<file path="config.mk">
export PLATFORM = sky130hd
export DESIGN_NAME = single_precision_axpy_flat
export DESIGN_NICKNAME = d
export VERILOG_FILES = /design/src/rtl/core/saxpy_pkg.sv /design/src/rtl/core/saxpy_if.sv /design/src/rtl/core/saxpy_mul.sv /design/src/rtl/core/saxpy_add.sv /design/src/rtl/core/single_precision_axpy.sv /design/src/flat_wrapper.sv
export SDC_FILE = /design/constraint.sdc
export NUM_CORES = 2
export LEC_CHECK = 0
export BUFFER_PORTS_ARGS = -buffer_cell sky130_fd_sc_hd__buf_4
export CAP_MARGIN = 20
export CORE_ASPECT_RATIO = 0.75
export CORE_MARGIN = 2
export CORE_UTILIZATION = 55
export CTS_CLUSTER_SIZE = 10
export DETAILED_ROUTE_END_ITERATION = 16
export PLACE_DENSITY_LB_ADDON = 0.1
export REMOVE_ABC_BUFFERS = 1
export SLEW_MARGIN = 20
export SYNTH_ARGS = -nofsm -noshare
export SYNTH_HDL_FRONTEND = slang
export SYNTH_HIERARCHICAL = 1
export SYNTH_SLANG_ARGS = --single-unit
</file>
<file path="constraint.sdc">
create_clock -name clk -period 12.77 [get_ports clk]
set_input_delay 0.6385 -clock clk [delete_from_list [all_inputs] [get_ports clk]]
set_output_delay 0.6385 -clock clk [all_outputs]
set_load 0.02 [all_outputs]
</file>
<file path="src/rtl/core/saxpy_pkg.sv">
// Shared types, constants and binary32 helper functions for the AXPY stream.
// No dependencies; the multiplier, adder and top level import this package.
`timescale 1ns / 1ps
`default_nettype none

package saxpy_pkg;

  localparam logic [31:0] QNAN_BITS = 32'h7FC0_0000;
  localparam logic [30:0] INF_MAG   = 31'h7F80_0000;
  localparam logic signed [10:0] EXP_BIAS   = 11'sd127;
  localparam logic signed [10:0] MUL_POINT  = 11'sd46;
  localparam logic signed [10:0] ADD_POINT  = 11'sd61;
  localparam logic signed [10:0] EXP_MAX    = 11'sd255;

  // Request moved from the first half (multiply) to the second half (add).
  typedef struct packed {
    logic [31:0] prod;
    logic [31:0] y;
    logic        last;
  } mid_t;

  // Normalized significand with its lead bit at bit 30, and its exponent.
  typedef struct packed {
    logic signed [10:0] e;
    logic [30:0]        m;
  } norm_t;

  function automatic logic is_nan(input logic [31:0] v);
    return v[30:0] > INF_MAG;
  endfunction

  function automatic logic is_inf(input logic [31:0] v);
    return v[30:0] == INF_MAG;
  endfunction

  function automatic logic is_zero(input logic [31:0] v);
    return v[30:0] == 31'd0;
  endfunction

  // Returns {biased exponent, 24-bit significand}; subnormals get exponent 1.
  function automatic logic [31:0] unpack(input logic [31:0] v);
    if (v[30:23] == 8'd0) begin
      return {8'd1, 1'b0, v[22:0]};
    end
    return {v[30:23], 1'b1, v[22:0]};
  endfunction

  // Right shift that ORs every bit shifted out into bit 0.
  function automatic logic [63:0] shr_sticky(input logic [63:0] v, input logic [8:0] n);
    logic [63:0] mask;
    if (n >= 9'd64) begin
      return {63'd0, |v};
    end
    mask = (64'd1 << n) - 64'd1;
    return (v >> n) | {63'd0, |(v & mask)};
  endfunction

  // Moves the lead one of a nonzero value to bit 30 and adjusts the exponent.
  function automatic norm_t normalize(input logic [63:0] s, input logic signed [10:0] base);
    norm_t      r;
    logic [5:0] lead;
    lead = 6'd0;
    for (int i = 0; i < 64; i++) begin
      if (s[i]) begin
        lead = 6'(i);
      end
    end
    if (lead > 6'd30) begin
      r.m = 31'(shr_sticky(s, {3'd0, lead - 6'd30}));
    end else begin
      r.m = 31'(s << (6'd30 - lead));
    end
    r.e = base + $signed({5'd0, lead});
    return r;
  endfunction

  // Rounds to nearest even and packs, including subnormal and overflow cases.
  function automatic logic [31:0] round_pack(input logic sign, input logic signed [10:0] e,
                                             input logic [30:0] m);
    logic [63:0]        mm;
    logic [24:0]        q;
    logic [6:0]         rb;
    logic signed [10:0] ee;
    logic signed [10:0] sh;
    if (e >= EXP_MAX) begin
      return {sign, INF_MAG};
    end
    mm = {33'd0, m};
    ee = e;
    if (ee <= 11'sd0) begin
      sh = 11'sd1 - ee;
      mm = shr_sticky(mm, sh[8:0]);
      ee = 11'sd0;
    end
    rb = mm[6:0];
    q  = {1'b0, mm[30:7]};
    if (rb > 7'h40 || (rb == 7'h40 && q[0])) begin
      q = q + 25'd1;
    end
    if (q[24]) begin
      q  = q >> 1;
      ee = ee + 11'sd1;
    end
    if (ee == 11'sd0 && q[23]) begin
      ee = 11'sd1;
    end
    if (ee >= EXP_MAX) begin
      return {sign, INF_MAG};
    end
    return {sign, ee[7:0], q[22:0]};
  endfunction

endpackage

`default_nettype wire

</file>
<file path="src/rtl/core/saxpy_if.sv">
// Valid/ready channel interfaces for the AXPY stream: input pairs, results
// and the scale-factor write port. Depends on nothing.
`timescale 1ns / 1ps
`default_nettype none

interface saxpy_req_if;
  logic        valid;
  logic        ready;
  logic [31:0] x_value;
  logic [31:0] y_value;
  logic        last_in;
  modport source (output valid, x_value, y_value, last_in, input ready);
  modport sink   (input valid, x_value, y_value, last_in, output ready);
endinterface

interface saxpy_res_if;
  logic        valid;
  logic        ready;
  logic [31:0] y_result;
  logic        last_out;
  modport source (output valid, y_result, last_out, input ready);
  modport sink   (input valid, y_result, last_out, output ready);
endinterface

interface saxpy_cfg_if;
  logic        valid;
  logic        ready;
  logic [31:0] scale_factor;
  modport source (output valid, scale_factor, input ready);
  modport sink   (input valid, scale_factor, output ready);
endinterface

`default_nettype wire

</file>
<file path="src/rtl/core/saxpy_mul.sv">
// Three-stage binary32 multiplier alpha*x: multiply, normalize, round.
// Depends on saxpy_pkg.
`timescale 1ns / 1ps
`default_nettype none

module saxpy_mul (
  input  wire logic               clk,
  input  wire logic               rst,
  input  wire logic [31:0]        alpha,
  input  wire logic               in_valid,
  output      logic               in_ready,
  input  wire logic [31:0]        x_value,
  input  wire logic [31:0]        y_value,
  input  wire logic               last_in,
  output      logic               out_valid,
  input  wire logic               out_ready,
  output      saxpy_pkg::mid_t    out_data
);
  import saxpy_pkg::*;

  logic        v1, v2, v3;
  logic        rdy1, rdy2, rdy3;

  // Stage 1 registers: raw product and classification.
  logic [47:0]        s1_prod;
  logic signed [10:0] s1_base;
  logic               s1_sign, s1_spec;
  logic [31:0]        s1_val, s1_y;
  logic               s1_last;
  // Stage 2 registers: normalized product.
  norm_t              s2_n;
  logic               s2_sign, s2_spec;
  logic [31:0]        s2_val, s2_y;
  logic               s2_last;

  logic [31:0] ua, ub;
  logic        sign;
  logic        spec_next;
  logic [31:0] val_next;

  // A stage takes a new request when it is empty or its content moves on.
  assign rdy3     = !v3 || out_ready;
  assign rdy2     = !v2 || rdy3;
  assign rdy1     = !v1 || rdy2;
  assign in_ready = rdy1;
  assign out_valid = v3;

  // Special operands settle the product without arithmetic.
  always_comb begin
    ua        = unpack(alpha);
    ub        = unpack(x_value);
    sign      = alpha[31] ^ x_value[31];
    spec_next = 1'b1;
    val_next  = {sign, 31'd0};
    if (is_nan(alpha) || is_nan(x_value)) begin
      val_next = QNAN_BITS;
    end else if (is_inf(alpha) || is_inf(x_value)) begin
      val_next = (is_zero(alpha) || is_zero(x_value)) ? QNAN_BITS : {sign, INF_MAG};
    end else if (is_zero(alpha) || is_zero(x_value)) begin
      val_next = {sign, 31'd0};
    end else begin
      spec_next = 1'b0;
    end
  end

  always_ff @(posedge clk) begin
    if (rst) begin
      v1 <= 1'b0;
      v2 <= 1'b0;
      v3 <= 1'b0;
    end else begin
      if (rdy1) v1 <= in_valid;
      if (rdy2) v2 <= v1;
      if (rdy3) v3 <= v2;
    end
  end

  // Datapath registers advance with their valid bits.
  always_ff @(posedge clk) begin
    if (rdy1) begin
      s1_prod <= ua[23:0] * ub[23:0];
      s1_base <= $signed({3'd0, ua[31:24]}) + $signed({3'd0, ub[31:24]}) - EXP_BIAS - MUL_POINT;
      s1_sign <= sign;
      s1_spec <= spec_next;
      s1_val  <= val_next;
      s1_y    <= y_value;
      s1_last <= last_in;
    end
    if (rdy2) begin
      s2_n    <= normalize({16'd0, s1_prod}, s1_base);
      s2_sign <= s1_sign;
      s2_spec <= s1_spec;
      s2_val  <= s1_val;
      s2_y    <= s1_y;
      s2_last <= s1_last;
    end
    if (rdy3) begin
      out_data.prod <= s2_spec ? s2_val : round_pack(s2_sign, s2_n.e, s2_n.m);
      out_data.y    <= s2_y;
      out_data.last <= s2_last;
    end
  end

endmodule

`default_nettype wire

</file>
<file path="src/rtl/core/saxpy_add.sv">
// Four-stage binary32 adder product+y: align, add, normalize, round.
// Depends on saxpy_pkg; the last stage is the block's output register.
`timescale 1ns / 1ps
`default_nettype none

module saxpy_add (
  input  wire logic               clk,
  input  wire logic               rst,
  input  wire logic               in_valid,
  output      logic               in_ready,
  input  wire saxpy_pkg::mid_t    in_data,
  output      logic               out_valid,
  input  wire logic               out_ready,
  output      logic [31:0]        y_result,
  output      logic               last_out
);
  import saxpy_pkg::*;

  logic v1, v2, v3, v4;
  logic rdy1, rdy2, rdy3, rdy4;

  // Stage 1: aligned operands.
  logic [63:0]        s1_sa, s1_sb;
  logic               s1_sub, s1_sign, s1_spec, s1_last;
  logic signed [10:0] s1_base;
  logic [31:0]        s1_val;
  // Stage 2: raw sum.
  logic [63:0]        s2_s;
  logic               s2_sign, s2_spec, s2_last;
  logic signed [10:0] s2_base;
  logic [31:0]        s2_val;
  // Stage 3: normalized sum.
  norm_t              s3_n;
  logic               s3_sign, s3_spec, s3_last;
  logic [31:0]        s3_val;

  logic [31:0] a, b, ua, ub;
  logic        spec_next;
  logic [31:0] val_next;
  logic [7:0]  dexp;
  logic [63:0] sum;
  logic [31:0] rnd;

  assign rdy4      = !v4 || out_ready;
  assign rdy3      = !v3 || rdy4;
  assign rdy2      = !v2 || rdy3;
  assign rdy1      = !v1 || rdy2;
  assign in_ready  = rdy1;
  assign out_valid = v4;

  // Special operands, then order the two by magnitude for alignment.
  always_comb begin
    a         = in_data.prod;
    b         = in_data.y;
    spec_next = 1'b1;
    val_next  = 32'd0;
    if (is_nan(a) || is_nan(b)) begin
      val_next = QNAN_BITS;
    end else if (is_inf(a) && is_inf(b)) begin
      val_next = (a[31] ^ b[31]) ? QNAN_BITS : a;
    end else if (is_inf(a)) begin
      val_next = a;
    end else if (is_inf(b)) begin
      val_next = b;
    end else if (is_zero(a) && is_zero(b)) begin
      val_next = a & b;
    end else if (is_zero(a)) begin
      val_next = b;
    end else if (is_zero(b)) begin
      val_next = a;
    end else begin
      spec_next = 1'b0;
    end
    if (b[30:0] > a[30:0]) begin
      a = in_data.y;
      b = in_data.prod;
    end
    ua   = unpack(a);
    ub   = unpack(b);
    dexp = ua[31:24] - ub[31:24];
  end

  assign sum = s1_sub ? (s1_sa - s1_sb) : (s1_sa + s1_sb);
  assign rnd = s3_spec ? s3_val : round_pack(s3_sign, s3_n.e, s3_n.m);

  always_ff @(posedge clk) begin
    if (rst) begin
      v1 <= 1'b0;
      v2 <= 1'b0;
      v3 <= 1'b0;
      v4 <= 1'b0;
    end else begin
      if (rdy1) v1 <= in_valid;
      if (rdy2) v2 <= v1;
      if (rdy3) v3 <= v2;
      if (rdy4) v4 <= v3;
    end
  end

  always_ff @(posedge clk) begin
    if (rdy1) begin
      s1_sa   <= {2'd0, ua[23:0], 38'd0};
      s1_sb   <= shr_sticky({2'd0, ub[23:0], 38'd0}, {1'b0, dexp});
      s1_sub  <= a[31] ^ b[31];
      s1_sign <= a[31];
      s1_base <= $signed({3'd0, ua[31:24]}) - ADD_POINT;
      s1_spec <= spec_next;
      s1_val  <= val_next;
      s1_last <= in_data.last;
    end
    // Exact cancellation gives +0.
    if (rdy2) begin
      s2_s    <= sum;
      s2_sign <= s1_sign;
      s2_base <= s1_base;
      s2_spec <= s1_spec || (sum == 64'd0);
      s2_val  <= s1_spec ? s1_val : 32'd0;
      s2_last <= s1_last;
    end
    if (rdy3) begin
      s3_n    <= normalize(s2_s, s2_base);
      s3_sign <= s2_sign;
      s3_spec <= s2_spec;
      s3_val  <= s2_val;
      s3_last <= s2_last;
    end
    // Any NaN leaves as the canonical quiet NaN.
    if (rdy4) begin
      y_result <= is_nan(rnd) ? QNAN_BITS : rnd;
      last_out <= s3_last;
    end
  end

endmodule

`default_nettype wire

</file>
<file path="src/rtl/core/single_precision_axpy.sv">
// Top level of the single-precision AXPY stream: scale register, multiplier
// and adder pipelines. Depends on saxpy_pkg, the channel interfaces, saxpy_mul, saxpy_add.
`timescale 1ns / 1ps
`default_nettype none

// For each request (x_value, y_value, last_in) the block returns
// y_result = alpha*x + y in binary32, with the product and the sum each
// rounded to nearest even, full subnormal support, and every NaN given as
// 0x7FC00000. last_out copies last_in. One request is taken per clock while
// the pipeline is not stalled. The seven register stages (three in the
// multiplier, four in the adder) lie between a request and its result.
// Backpressure stalls the stages one by one, so empty stages still fill
// while the output waits.
// Alpha is written through the cfg channel, which is always ready; write it
// only while no request is in flight.
module single_precision_axpy (
  input wire logic clk,
  input wire logic rst,
  saxpy_cfg_if.sink   cfg,
  saxpy_req_if.sink   req_in,
  saxpy_res_if.source res_out
);
  import saxpy_pkg::*;

  logic [31:0] alpha;
  logic        mid_valid, mid_ready;
  mid_t        mid_data;

  // Scale-factor register.
  assign cfg.ready = 1'b1;
  always_ff @(posedge clk) begin
    if (rst) begin
      alpha <= 32'd0;
    end else if (cfg.valid) begin
      alpha <= cfg.scale_factor;
    end
  end

  saxpy_mul u_mul (
    .clk       (clk),
    .rst       (rst),
    .alpha     (alpha),
    .in_valid  (req_in.valid),
    .in_ready  (req_in.ready),
    .x_value   (req_in.x_value),
    .y_value   (req_in.y_value),
    .last_in   (req_in.last_in),
    .out_valid (mid_valid),
    .out_ready (mid_ready),
    .out_data  (mid_data)
  );

  saxpy_add u_add (
    .clk       (clk),
    .rst       (rst),
    .in_valid  (mid_valid),
    .in_ready  (mid_ready),
    .in_data   (mid_data),
    .out_valid (res_out.valid),
    .out_ready (res_out.ready),
    .y_result  (res_out.y_result),
    .last_out  (res_out.last_out)
  );

endmodule

`default_nettype wire

</file>
<file path="src/flat_wrapper.sv">
// flat-port wrapper written by rule: the top's interface ports become plain ports
module single_precision_axpy_flat import saxpy_pkg::*;
  (clk, rst, cfg_valid, cfg_scale_factor, cfg_ready, req_in_valid, req_in_x_value, req_in_y_value, req_in_last_in, req_in_ready, res_out_valid, res_out_y_result, res_out_last_out, res_out_ready);
  saxpy_cfg_if cfg_i ();
  saxpy_req_if req_in_i ();
  saxpy_res_if res_out_i ();
  input wire logic clk;
  input wire logic rst;
  input wire logic [$bits(cfg_i.valid)-1:0] cfg_valid;
  input wire logic [$bits(cfg_i.scale_factor)-1:0] cfg_scale_factor;
  output wire logic [$bits(cfg_i.ready)-1:0] cfg_ready;
  input wire logic [$bits(req_in_i.valid)-1:0] req_in_valid;
  input wire logic [$bits(req_in_i.x_value)-1:0] req_in_x_value;
  input wire logic [$bits(req_in_i.y_value)-1:0] req_in_y_value;
  input wire logic [$bits(req_in_i.last_in)-1:0] req_in_last_in;
  output wire logic [$bits(req_in_i.ready)-1:0] req_in_ready;
  output wire logic [$bits(res_out_i.valid)-1:0] res_out_valid;
  output wire logic [$bits(res_out_i.y_result)-1:0] res_out_y_result;
  output wire logic [$bits(res_out_i.last_out)-1:0] res_out_last_out;
  input wire logic [$bits(res_out_i.ready)-1:0] res_out_ready;
  assign cfg_i.valid = cfg_valid;
  assign cfg_i.scale_factor = cfg_scale_factor;
  assign cfg_ready = cfg_i.ready;
  assign req_in_i.valid = req_in_valid;
  assign req_in_i.x_value = req_in_x_value;
  assign req_in_i.y_value = req_in_y_value;
  assign req_in_i.last_in = req_in_last_in;
  assign req_in_ready = req_in_i.ready;
  assign res_out_valid = res_out_i.valid;
  assign res_out_y_result = res_out_i.y_result;
  assign res_out_last_out = res_out_i.last_out;
  assign res_out_i.ready = res_out_ready;
  single_precision_axpy u_core (.clk(clk), .rst(rst), .cfg(cfg_i), .req_in(req_in_i), .res_out(res_out_i));
endmodule
</file>
==> impl_metrics.env <==
export IMPL_finalMaxSlewViolations=0
export IMPL_grt_overflow=0
export IMPL_ys_ff_latch=630
export IMPL_design_portCount=138
export IMPL_required_ns=13.19
export IMPL_insertion_delay_ns=0.69
export IMPL_antenna_found_initial=1
export IMPL_maxCapViolCount=0
export IMPL_grt_max_degree=96
export IMPL_initial_core_util=0.554
export IMPL_post_cts_setup_buffer_count=0
export IMPL_worst_slew_pin_slew_ns=1.17
export IMPL_clkTransAtPathRegs_ns=0.07
export IMPL_die_w_um=424
export IMPL_synth_xor_area_share=0.0281
export IMPL_cts_sinks=630
export IMPL_critPathCaptureType="register"
export IMPL_finish_instance_area_um2=77400
export IMPL_cts_max_level=3
export IMPL_max_slew_margin_rel=0.199
export IMPL_area_delta_synth_final_pct=6.51
export IMPL_synth_edf_count=591
export IMPL_drtPass1Iterations=10
export IMPL_yosysMostFrequentCell="nand2_1"
export IMPL_grt_pass1_wl_um=408000
export IMPL_fillers=11572
export IMPL_drc_errors=0
export IMPL_fp_dieH_um=319
export IMPL_drt_iter0_markers=10194
export IMPL_gp_congestion=1.10
export IMPL_core_area_um2=131000
export IMPL_netlist_instances=8103
export IMPL_wl_um=271000
export IMPL_synth_area_leaders="edfxtp_1, fa_1, ha_1"
export IMPL_cp_max_fo=49
export IMPL_port_buffers=136
export IMPL_ys_async_sr_fraction=0
export IMPL_cts_root_buf="clkbuf_16"
export IMPL_dpl_hpwl_um=204000
export IMPL_max_stage_delay_ns=1.03
export IMPL_synth_top_area_frac=0.244
export IMPL_fin_crit_ns=8.83
export IMPL_place_area_um2=75000
export IMPL_synthAdderAreaFrac=0.194
export IMPL_drive_above_1_share=0.0973
export IMPL_track_usage=0.394
export IMPL_num_vias=66092
export IMPL_via_per_inst=6.80
export IMPL_synthMuxAreaShare=0.112
export IMPL_cts_hold_buffers=0
export IMPL_cp_start_kind="register"
export IMPL_grt_pass1_vias=63561
export IMPL_wl_per_cell_um=27.9
export IMPL_synth_top_family_by_area="adder cells"
export IMPL_yosys_top_cells_count="nand2_1, inv_1, nor2_1"
export IMPL_synth_compound_area_frac=0.161
export IMPL_synth_area_leader_cell="edfxtp_1"
export IMPL_worstSetupPathType="register to register"
export IMPL_final_setup_viol_count=0
export IMPL_fmax_ghz=0.113
export IMPL_critPathArrivalTime_ns=9.25
export IMPL_fin_skew_ns=0.0295
export IMPL_postCtsResizedCells=0
export IMPL_synthSimpleGateAreaFrac=0.183
export IMPL_finalHoldViolations=0
export IMPL_finalNetCount=8840
export IMPL_finalCritPeriodShare=0.692
export IMPL_dieArea_um2=135000
export IMPL_cts_tree="done"
export IMPL_synth_cell_area_um2=72700
export IMPL_ys_flop_type="edfxtp_1"
export IMPL_yosys_cell_types_count=120
export IMPL_rsz0062_at_grt="false"
export IMPL_hp_class="primary input to register"
export IMPL_crit_path_cell_trace="nor4_1 -> o311ai_0 -> o311a_1 -> or2_4 -> ha_1 -> nor3_1 -> nor2_4 -> buf_4 -> nor3_1 -> nand2_1 -> ha_1 -> nand2_1 -> or4_1 -> o31ai_1 -> or4b_1 -> or4_1 -> a2111oi_0 -> nand4_1 -> nor4_1 -> a32oi_1"
export IMPL_clockBufferDepth=3
export IMPL_ant_nets=0
export IMPL_syn_area_per_cell_um2=8.97
export IMPL_yosysSeqAreaShare=0.255
export IMPL_crit_slowest_cell="nor4_1"
export IMPL_setup_tns_ns=0
export IMPL_numCtsBuffers=80
export IMPL_status="finished, final reports clean"
export IMPL_yosysWarningCount=6
export IMPL_row_count=115
placed cells by master, fill, tap and decap left out, types with 58 or more instances in the layout:
cell type | Yosys | routed
ha_1 | 348 | 345
nor2_1 | 652 | 648
nand4_1 | 87 | 87
o21ai_0 | 357 | 356
o22ai_1 | 71 | 71
a22oi_1 | 93 | 93
edfxtp_1 | 591 | 591
nand2_1 | 910 | 906
nor4_1 | 118 | 112
mux2_2 | 105 | 105
a21oi_1 | 421 | 421
nor3_1 | 154 | 151
clkbuf_16 | 0 | 80
o31ai_1 | 59 | 58
buf_4 | 8 | 283
o211ai_1 | 75 | 75
xor2_1 | 71 | 69
and2_1 | 284 | 284
fa_1 | 487 | 487
xnor2_1 | 162 | 154
inv_1 | 674 | 670
mux4_2 | 120 | 120
nand3_1 | 176 | 176
or3_1 | 58 | 58
mux2i_1 | 424 | 423
state kept, by name (all words and copies together), names as in the netlist, 42 cells and up:
| name | count |
|---|---|
| u_core/u_mul/out_data | 65 |
| u_core/u_add/s2_s | 64 |
| u_core/u_add/s1_sb | 62 |
| u_core/u_mul/s1_prod | 48 |
| u_core/u_add/s3_n | 42 |
| u_core/u_mul/s2_n | 42 |
per-layer routing:
metal / track usage / share of wire / vias up
met5: 0 / 0 / -
met4: 0.172 / 0.053 / 0
met3: 0.0971 / 0.12 / 779
met2: 0.582 / 0.43 / 4524
met1: 0.550 / 0.40 / 32198
li1: - / - / 28591
final timing paths:
check	start	endpoint	slack, ns	depth (start not counted)
worst max-delay path	u_core/u_add/s2_s[50]	u_core/u_add/s3_n[0]	3.94	20
worst min-delay path	req_in_y_value[8]	u_core/u_mul/s1_y[8]	0.12	1
worst max register to register	u_core/u_add/s2_s[50]	u_core/u_add/s3_n[0]	3.94	20
worst min register to register	u_core/u_add/s1_base[0]	u_core/u_add/s2_base[0]	0.39	0
final cells by class:
type                       count  area [um^2]  area share
antenna                        4         10.0    0.000129
clock buffer                 109         2130      0.0275
clock inverter                26          287     0.00370
inverter                     683         2570      0.0332
multi-input combinational   6223        49600       0.640
sequential                   630        18500       0.239
tap                         1755         2200      0.0284
timing repair buffer         285         2150      0.0278
stage by stage:
step | setup WS (ns) | std cells | hold WS [ns] | util
floorplan | -0.128 | 7536 | 0.400 | -
global placement | 4.00 | 9575 | 0.401 | 0.571
detailed placement | 3.89 | 9576 | 0.405 | 0.571
CTS | 3.81 | 9711 | 0.0666 | 0.590
global route | 3.60 | 9711 | 0.0912 | 0.590
finish | 3.94 | 9715 | 0.118 | 0.590
critical path, delay by kind of cell, from the launching register on:
kind | cells | cell delay [ns]
AOI/OAI and AO/OA | 5 | 1.70
adders and majority gates | 2 | 0.83
buffers and inverters | 1 | 0.35
DFF | 1 | 0.64
and+or+nand+nor | 12 | 5.06
cell families (layout without fill, tap and decap cells):
family	count (synthesis)	after routing
other cells	1	5
flops	630	630
fa+ha+maj	837	837
compound gates	1738	1738
mux	651	651
xor+xnor	233	233
simple gates	2763	2763
buf+inv	1250	1103
Power is left out: the tool's default activity adds up to more than one toggle a clock period on the data nets, which glitch-free logic cannot reach.
